--- config.mk ---
export PLATFORM = sky130hd
export DESIGN_NAME = keypad_press_release_debouncer_core
export DESIGN_NICKNAME = d
export VERILOG_FILES = /design/src/sv/kpd_pkg.sv /design/src/sv/kpd_fsm.sv /design/src/sv/kpd_skid.sv /design/src/sv/keypad_press_release_debouncer_core.sv
export SDC_FILE = /design/constraint.sdc
export NUM_CORES = 1
export LEC_CHECK = 0
export CAP_MARGIN = 20
export CORE_MARGIN = 4
export CORE_UTILIZATION = 65
export DETAILED_ROUTE_END_ITERATION = 8
export DONT_BUFFER_PORTS = 1
export PLACE_DENSITY = 0.82
export SYNTH_ARGS = -nofsm -noshare
export SYNTH_HDL_FRONTEND = slang
export SYNTH_SLANG_ARGS = --single-unit
--- constraint.sdc ---
create_clock -name aclk -period 9.2 [get_ports aclk]
set_input_delay 1.84 -clock aclk [delete_from_list [all_inputs] [get_ports aclk]]
set_output_delay 1.84 -clock aclk [all_outputs]
set_load 0.01 [all_outputs]
--- src/sv/kpd_pkg.sv ---
// Shared types and constants for the keypad press/release debouncer.
// No dependencies; imported by every module of the block.
package kpd_pkg;

    localparam int unsigned KPD_TIME_BITS = 32;
    localparam logic [15:0] MIN_HOLD_RESET = 16'd50;
    localparam logic [4:0]  NO_KEY = 5'd16;

    localparam logic [1:0] EV_NONE    = 2'd0;
    localparam logic [1:0] EV_PRESS   = 2'd1;
    localparam logic [1:0] EV_RELEASE = 2'd2;

    typedef struct packed {
        logic [2:0] phase;
        logic [1:0] kind;
        logic [4:0] key;
        logic [7:0] ch;
    } result_t;

endpackage

--- src/sv/kpd_fsm.sv ---
// Six-phase press/release qualifier: state registers and next-state logic.
// Depends on kpd_pkg.
module kpd_fsm #(
    parameter int unsigned TIME_BITS = kpd_pkg::KPD_TIME_BITS
) (
    input  logic             aclk,
    input  logic             aresetn,
    input  logic             accept,
    input  logic             pressed_now,
    input  logic             key_decoded,
    input  logic [3:0]       scan_code,
    input  logic [7:0]       scan_char,
    input  logic [31:0]      now_ms,
    input  logic [15:0]      min_hold,
    output kpd_pkg::result_t result
);
    import kpd_pkg::*;

    localparam int unsigned NOW_W = (TIME_BITS < 32) ? TIME_BITS : 32;
    localparam int unsigned CMP_W = (TIME_BITS > 16) ? TIME_BITS : 16;

    typedef enum logic [2:0] {
        PH_IDLE        = 3'd0,
        PH_MAYBE_PRESS = 3'd1,
        PH_PRESS_OK    = 3'd2,
        PH_HELD        = 3'd3,
        PH_MAYBE_REL   = 3'd4,
        PH_REL_OK      = 3'd5
    } phase_t;

    phase_t                 phase_reg, phase_next;
    logic [TIME_BITS-1:0]   mark_reg, mark_next;
    logic [4:0]             key_reg, key_next;
    logic [7:0]             char_reg, char_next;
    logic [TIME_BITS-1:0]   now_t;
    logic [TIME_BITS-1:0]   elapsed;
    logic                   hold_met;

    assign now_t    = TIME_BITS'(now_ms[NOW_W-1:0]);
    assign elapsed  = now_t - mark_reg;
    assign hold_met = CMP_W'(elapsed) >= CMP_W'(min_hold);

    always_comb begin
        phase_next   = phase_reg;
        mark_next    = mark_reg;
        key_next     = key_reg;
        char_next    = char_reg;
        result.kind  = EV_NONE;
        result.key   = NO_KEY;
        result.ch    = 8'd0;
        case (phase_reg)
            PH_MAYBE_PRESS: begin
                if (!pressed_now) begin
                    phase_next = PH_IDLE;
                end else if (hold_met) begin
                    phase_next = PH_PRESS_OK;
                end
            end
            PH_PRESS_OK: begin
                result.kind = EV_PRESS;
                result.key  = key_reg;
                result.ch   = char_reg;
                phase_next  = PH_HELD;
            end
            PH_HELD: begin
                if (!pressed_now) begin
                    mark_next  = now_t;
                    phase_next = PH_MAYBE_REL;
                end
            end
            PH_MAYBE_REL: begin
                if (pressed_now) begin
                    phase_next = PH_HELD;
                end else if (hold_met) begin
                    phase_next = PH_REL_OK;
                end
            end
            PH_REL_OK: begin
                key_next    = NO_KEY;
                result.kind = EV_RELEASE;
                result.ch   = char_reg;
                phase_next  = PH_IDLE;
            end
            default: begin
                phase_next = PH_IDLE;
                if (pressed_now && key_decoded) begin
                    mark_next  = now_t;
                    key_next   = {1'b0, scan_code};
                    char_next  = scan_char;
                    phase_next = PH_MAYBE_PRESS;
                end
            end
        endcase
        result.phase = phase_next;
    end

    always_ff @(posedge aclk) begin
        if (!aresetn) begin
            phase_reg <= PH_IDLE;
            mark_reg  <= '0;
            key_reg   <= NO_KEY;
            char_reg  <= 8'd0;
        end else if (accept) begin
            phase_reg <= phase_next;
            mark_reg  <= mark_next;
            key_reg   <= key_next;
            char_reg  <= char_next;
        end
    end

    a_press_then_held: assert property (@(posedge aclk) disable iff (!aresetn)
        (accept && phase_reg == PH_PRESS_OK) |=> phase_reg == PH_HELD)
        else $error("press event not followed by held phase");

    a_release_clears_key: assert property (@(posedge aclk) disable iff (!aresetn)
        (accept && phase_reg == PH_REL_OK) |=> (key_reg == NO_KEY && phase_reg == PH_IDLE))
        else $error("release did not clear latched key");

    a_state_holds: assert property (@(posedge aclk) disable iff (!aresetn)
        !accept |=> ($stable(phase_reg) && $stable(mark_reg) && $stable(key_reg)))
        else $error("state changed without a transaction");

endmodule

--- src/sv/kpd_skid.sv ---
// Result register with skid stage between the qualifier and the output channel.
// Depends on kpd_pkg.
module kpd_skid (
    input  logic             aclk,
    input  logic             aresetn,
    input  logic             in_valid,
    output logic             in_ready,
    input  kpd_pkg::result_t in_data,
    output logic             out_valid,
    input  logic             out_ready,
    output kpd_pkg::result_t out_data
);
    import kpd_pkg::*;

    logic    main_valid_reg;
    logic    skid_valid_reg;
    result_t main_reg;
    result_t skid_reg;
    logic    push;
    logic    pop;

    assign in_ready  = !skid_valid_reg;
    assign out_valid = main_valid_reg;
    assign out_data  = main_reg;
    assign push      = in_valid && !skid_valid_reg;
    assign pop       = main_valid_reg && out_ready;

    always_ff @(posedge aclk) begin
        if (!aresetn) begin
            main_valid_reg <= 1'b0;
            skid_valid_reg <= 1'b0;
        end else if (skid_valid_reg) begin
            if (pop) begin
                main_reg       <= skid_reg;
                skid_valid_reg <= 1'b0;
            end
        end else if (push) begin
            if (!main_valid_reg || pop) begin
                main_reg       <= in_data;
                main_valid_reg <= 1'b1;
            end else begin
                skid_reg       <= in_data;
                skid_valid_reg <= 1'b1;
            end
        end else if (pop) begin
            main_valid_reg <= 1'b0;
        end
    end

    a_skid_implies_main: assert property (@(posedge aclk) disable iff (!aresetn)
        skid_valid_reg |-> main_valid_reg)
        else $error("skid entry held with empty output register");

    a_skid_moves_up: assert property (@(posedge aclk) disable iff (!aresetn)
        (skid_valid_reg && pop) |=> (main_valid_reg && main_reg == $past(skid_reg)))
        else $error("skid entry lost on output transaction");

    a_push_lands: assert property (@(posedge aclk) disable iff (!aresetn)
        (push && !main_valid_reg) |=> (main_valid_reg && main_reg == $past(in_data)))
        else $error("accepted result not captured");

endmodule

--- src/sv/keypad_press_release_debouncer_core.sv ---
// Keypad press/release debouncer, top level: stream ports, hold-time register.
// Depends on kpd_pkg, kpd_fsm and kpd_skid.
//
// One poll enters per clock while s_tready is high, and its result is held in
// the output register; the qualifier is a single subtract and compare on the
// timestamp, and a two-entry output register lets polls keep flowing while a
// result waits. Each accepted poll yields exactly one result: the phase after
// the poll and, when a press or release has persisted for min_hold_ms, the
// event with the character latched at the start of the press and, for a press,
// its key code. Timestamps are taken modulo 2^TIME_BITS. The hold register is
// written through cfg_* and should only change while no poll is in flight.
module keypad_press_release_debouncer_core #(
    parameter int unsigned TIME_BITS = kpd_pkg::KPD_TIME_BITS
) (
    input  logic        aclk,
    input  logic        aresetn,
    input  logic        s_tvalid,
    output logic        s_tready,
    input  logic [47:0] s_tdata,   // pressed_now, scan_code[3:0], scan_char[7:0], now_ms[31:0]
    input  logic [0:0]  s_tuser,   // key_decoded
    output logic        m_tvalid,
    input  logic        m_tready,
    output logic [15:0] m_tdata,   // phase_out[2:0], event_key[4:0], event_char[7:0]
    output logic [1:0]  m_tuser,   // event_kind[1:0]
    input  logic        cfg_valid,
    output logic        cfg_ready,
    input  logic [15:0] cfg_data   // min_hold_ms
);
    import kpd_pkg::*;

    logic [15:0] min_hold_reg;
    logic        accept;
    result_t     fsm_result;
    result_t     out_result;

    assign cfg_ready = 1'b1;
    assign accept    = s_tvalid && s_tready;

    always_ff @(posedge aclk) begin
        if (!aresetn) begin
            min_hold_reg <= MIN_HOLD_RESET;
        end else if (cfg_valid) begin
            min_hold_reg <= cfg_data;
        end
    end

    kpd_fsm #(
        .TIME_BITS(TIME_BITS)
    ) u_fsm (
        .aclk        (aclk),
        .aresetn     (aresetn),
        .accept      (accept),
        .pressed_now (s_tdata[0]),
        .key_decoded (s_tuser[0]),
        .scan_code   (s_tdata[4:1]),
        .scan_char   (s_tdata[12:5]),
        .now_ms      (s_tdata[44:13]),
        .min_hold    (min_hold_reg),
        .result      (fsm_result)
    );

    kpd_skid u_skid (
        .aclk      (aclk),
        .aresetn   (aresetn),
        .in_valid  (s_tvalid),
        .in_ready  (s_tready),
        .in_data   (fsm_result),
        .out_valid (m_tvalid),
        .out_ready (m_tready),
        .out_data  (out_result)
    );

    assign m_tdata = {out_result.ch, out_result.key, out_result.phase};
    assign m_tuser = out_result.kind;

endmodule
After elaboration in Yosys (flattened, before gate mapping)
Index checks and enable logic that the tools add are counted.
{"block": "word_totals", "regBits": 102, "wordCells": 77, "inputBits": 70}
{"block": "op_classes", "order_cmp": 1, "bitwise": 5, "reduce_logical": 21, "n_eq_ne": 8, "n_addsub": 1, "mux": 26}
{"operator": "18-bit 2-to-1 mux", "count": 4}
{"operator": "32-bit 2-to-1 mux", "count": 2}
{"operator": "32-bit one-hot mux with 2 select lines", "count": 1}
{"operator": "32-bit by 16-bit greater-or-equal comparator with 1-bit output", "count": 1}
{"operator": "32-bit subtractor", "count": 1}
{"operator": "3-bit 2-to-1 mux", "count": 5}
{"operator": "3-bit one-hot mux with 5 select lines", "count": 1}
{"operator": "4-bit AND reduction", "count": 3}
{"operator": "5-bit 2-to-1 mux", "count": 2}
{"operator": "5-bit one-hot mux with 2 select lines", "count": 1}
{"operator": "2-bit nonzero test", "count": 5}
{"operator": "3-bit AND reduction", "count": 3}
{"operator": "1-bit 2-to-1 mux", "count": 8}
{"operator": "8-bit 2-to-1 mux", "count": 1}
{"operator": "4-bit OR reduction", "count": 2}
{"operator": "3-bit by 2-bit == test with 1-bit output, second input constant", "count": 2}
{"operator": "3-bit == test, second input constant", "count": 2}
{"operator": "1-bit inverter", "count": 5}
{"operator": "5-bit OR reduction", "count": 1}
{"operator": "2-bit inequality test, second input constant", "count": 2}
{"operator": "2-bit one-hot mux with 2 select lines", "count": 1}
{"operator": "3-bit by 1-bit == test with 1-bit output, second input constant", "count": 1}
{"operator": "1-bit logical AND", "count": 3}
{"operator": "1-bit zero test", "count": 2}
{"operator": "3 further kinds", "count": 3}

Longest topological paths before layout
{"block": "logic_depth", "word_depth": 8, "depth_mapped": 20, "mapped_depth_nobuf": 20}

Cells and area by module
From an unflattened synthesis, not the netlist that was laid out.
{"block": "unflattened", "hier_cells": 718, "area_unflattened_um2": 6613.8}
{"module": "kpd_fsm", "cells_each": 594, "area_each_um2": 4564.4, "seq_area_each_um2": 960.9, "n_inst": 1}
{"module": "kpd_skid", "cells_each": 70, "area_each_um2": 1423.9, "seq_area_each_um2": 1121.1, "n_inst": 1}
{"module": "keypad_press_release_debouncer_core", "cells_each": 54, "area_each_um2": 625.6, "seq_area_each_um2": 320.3, "n_inst": 1}

Least setup slack after synthesis
OpenSTA, ideal clock, no wires.
{"block": "synth_path", "path_kind": "input-to-reg", "start": "in s_tdata[13]", "end": "reg u_skid.skid_reg[15] (netlist bit), data pin", "stages": 19, "path_slack_ns": 3.470, "t_arrival_ns": 5.468, "setup_ns": 0.262, "path_cell_list": "inv_1 ha_1 fa_1 nand2b_1 a21oi_2 o21bai_1 a211oi_2 nor2_1 xnor2_1 ha_1 and4_1 and2_1 a2111o_1 nor4_4 o2111ai_1 nor4bb_1 and2_1 a311oi_1 or2_2"}
{"element": "start, declared", "line": "keypad_press_release_debouncer_core.sv:19", "source": "input logic [47:0] s_tdata,"}
{"element": "end signal, assigned", "line": "kpd_skid.sv:42", "source": "skid_reg <= in_data;"}
{"element": "end, declared", "line": "kpd_skid.sv:18", "source": "result_t skid_reg;"}

==> metrics.yaml <==
clk_path_buf_depth: 2
drive_gt1_frac: 0.0739
drv_slew: 0
start_util: 0.678
tns_ns: 0
fin_util: 0.706
synth_top_area_cell: "dfxtp_1"
antenna_left: 0
synthFlopType: "dfxtp_1"
die_w_um: 110
syn_area_um2: 6750
yosysTopAreaCellShare: 0.196
path_cells: "inv_1 -> ha_1 -> fa_1 -> nand2b_1 -> a21oi_2 -> o21bai_1 -> a211oi_2 -> nor2_1 -> xnor2_1 -> ha_1 -> and4_1 -> and2_1 -> a2111o_1 -> nor4_4 -> o2111ai_1 -> nor4bb_1 -> and2_1 -> a311oi_1 -> or2_2"
grt_antenna_before_repair: 0
synthSimpleGateAreaFrac: 0.204
synth_top_family_by_area: "simple AND/OR/NAND/NOR gates"
synthMuxAreaShare: 0.102
io_pins: 91
slowest_delay_ns: 0.43
wirelength_mm: 15.4
synth_fa_ha_area_frac: 0.0901
hold_class: "register to register"
gp_congestion: 0.917
synth_warnings: 0
core_um2: 9950
ctsHoldBuffers: 0
max-slew-margin-rel: 0.305
cap_violations: 0
final_cell_area_um2: 7030
first_iter_violations: 359
grt_pass1_vias: 5171
worstHoldStart: "u_fsm.key_reg[4]$_SDFFE_PN1P_"
crit_fanout: 4
power.density_nw_per_um2: 148
h-tree-depth: 3
post_dp_cell_area_um2: 6800
drc_errors: 0
fmax_ghz: 0.166
dp_cells: 860
dp_hpwl_mm: 12.1
cts_setup_buffers: 0
syn_inst: 754
cts_sinks: 102
syn_avg_cell_area_um2: 8.95
diodes: 0
critical_path_required_ns: 9.33
finalHoldViolCount: 0
worstMarginPinSlew_ns: 1.04
grt_pass1_wl_mm: 25.1
setup_viol: 0
syn_nets: 872
synth.area.top_cells: "dfxtp_1, edfxtp_1, ha_1, mux2i_1, nor2b_1"
r2r_cells: 18
timing.rr.end: "u_skid.skid_reg[15]$_DFFE_PP_"
synth.ff_latch_count: 102
vias_per_cell: 6.10
ctsResizeCount: 0
grt_use_total: 0.263
grt_max_degree: 69
dieArea_um2: 12100
largest_reg_flops: 32
hold_depth: 2
cp-end-kind: "register"
syn2layout_area_growth_pct: 4.14
critPathLaunchType: "input pin"
port-buffer-count: 0
synth_edf_count: 36
crit_type: "input pin to register"
status: "completed"
hold_end: "u_fsm.key_reg[4]$_SDFFE_PN1P_"
path_buf_inv: 1
rrSetupSlack_ns: 4.32
cts_tree: "done"
rsz0062_at_grt: "false"
cellLeakagePower_nw: 2.79
grt_overflow_total: 0
clockRootBuffer: "clkbuf_8"
dieHeight_um: 110
numCtsBuffers: 9
period_minus_slack_ns: 6.01
drt_first_pass_iters: 5
cp_data_arrival_time_ns: 6.14
synth-seq-area-share: 0.356
stdcell_count: 877
wire_per_inst_um: 17.5
synth_xor_area_frac: 0.0273
synth_compound_area_frac: 0.164
synth_cell_types: 72
final_nets: 857
finClkSkew_ns: 0.0115
async_reset_ff_frac: 0
ir_drop_mv: 0.0755
fin_ws_ns: 3.19
clkTransAtPathRegs_ns: 0.11
period_share: 0.653
clock_latency_ns: 0.38
cp_slowest_cell: "fa_1"
r2r-start: "u_fsm.mark_reg[1]$_SDFFE_PN0P_"
dp_worst_setup_slack_ns: 2.84
vias: 5349
row_count: 36
crit_family: "simple AND/OR/NAND/NOR gates"
==> per-stage QoR <==
step           hold slack (ns)  total power, mW
6_report                 0.495             1.04
5_1_grt                  0.525             1.10
4_1_cts                  0.498             1.05
3_5_place_dp             0.469            0.750
3_3_place_gp             0.460            0.742
2_1_floorplan            0.448            0.702
==> worst reg2reg max path, delay by kind of cell, from the launching register on <==
kind | cells | cell delay (ns)
buf+inv | 1 | 0.06
xor+xnor | 1 | 0.22
compound gates | 7 | 1.78
simple gates | 7 | 1.64
flops | 1 | 0.39
fa+ha+maj | 2 | 0.56
==> per-layer routing <==
layer | vias to the layer above | routed length (um) | global-route usage
met2 | 196 | 7460 | 0.448
met1 | 2472 | 6660 | 0.335
met5 | - | 0 | 0
li1 | 2652 | - | -
met4 | 0 | 363 | 0.0953
met3 | 29 | 891 | 0.0417
==> cells by family after synthesis <==
group	Yosys count
buffers and inverters	94
DFF	102
AOI/OAI and AO/OA	163
and+or+nand+nor	258
xor gates and xnor gates	21
other	1
muxes	67
adders and majority gates	48
==> layout by cell type, fill, tap and decap left out, types with 3 or more instances in the layout <==
| cell type | netlist | layout |
|---|---|---|
| o21ai_0 | 31 | 31 |
| inv_1 | 64 | 64 |
| clkbuf_8 | 0 | 9 |
| nor2_1 | 39 | 39 |
| o2111ai_1 | 3 | 3 |
| a31oi_1 | 6 | 6 |
| nand4_1 | 8 | 8 |
| nand2b_1 | 8 | 8 |
| a21o_1 | 9 | 9 |
| and4_1 | 3 | 3 |
| a2111o_1 | 3 | 3 |
| xnor2_1 | 13 | 13 |
| a211o_1 | 3 | 3 |
| o21ai_1 | 4 | 4 |
| and2_1 | 15 | 15 |
| a21oi_2 | 3 | 3 |
| a22oi_1 | 7 | 7 |
| o21a_1 | 5 | 5 |
| a2111oi_0 | 4 | 4 |
| inv_8 | 0 | 3 |
| mux2_2 | 14 | 14 |
| or2_2 | 4 | 4 |
| nand3_1 | 11 | 11 |
| nor4_1 | 5 | 5 |
| a21oi_1 | 44 | 44 |
| or3_1 | 4 | 4 |
| nand2_1 | 70 | 69 |
| dfxtp_1 | 66 | 66 |
| ha_1 | 47 | 47 |
| xor2_1 | 8 | 8 |
| mux2i_1 | 53 | 53 |
| o211ai_1 | 8 | 8 |
| and3_1 | 6 | 6 |
| nor2b_1 | 61 | 61 |
| nor3_1 | 11 | 11 |
| edfxtp_1 | 36 | 36 |
| a211oi_1 | 9 | 8 |
==> Yosys cell counts (4+ instances only) <==
cell type and n:
nand4_1 8, and2_1 15, dfxtp_1 66, nor3_1 11, nor2b_1 61, a21o_1 9, buf_4 7, a31oi_1 6
a2111oi_0 4, nor4_1 5, clkbuf_1 18, xnor2_1 13, and3_1 6, nand2_1 70, o21ai_1 4, edfxtp_1 36
o21a_1 5, nand3_1 11, or3_1 4, ha_1 47, nand2b_1 8, a21oi_1 44, a211oi_1 9, a22oi_1 7
o211ai_1 8, mux2_2 14, inv_1 64, xor2_1 8, or2_2 4, o21ai_0 31, nor2_1 39, mux2i_1 53
==> area by class of cell <==
cell class              instances  area (um2)
multi-input cells             558        3980
clock buffers                  10         149
fillers                       793        2930
inverters                      65         244
well taps                     133         166
clock inverters                 6        62.6
flip-flops and latches        102        2400
repair buffers                  3        26.3
==> worst max-delay path by stage <==
stage          cells after the start                       endpoint  slack (ns)        start
6_report                          19  u_skid.skid_reg[15]$_DFFE_PP_        3.19  s_tdata[13]
3_5_place_dp                      19  u_skid.skid_reg[15]$_DFFE_PP_        2.84  s_tdata[13]
5_1_grt                           19  u_skid.skid_reg[15]$_DFFE_PP_        2.95  s_tdata[13]
3_3_place_gp                      19  u_skid.skid_reg[15]$_DFFE_PP_        2.87  s_tdata[13]
4_1_cts                           19  u_skid.skid_reg[15]$_DFFE_PP_        3.22  s_tdata[13]
2_1_floorplan                     19  u_skid.skid_reg[15]$_DFFE_PP_        3.47  s_tdata[13]
==> report_power, final <==
part / internal, mW / switching [mW]
clock: 0.122 / 0.175
sequential: 0.485 / 0.0128
combinational: 0.101 / 0.146
(Power assumes the default switching activity.)
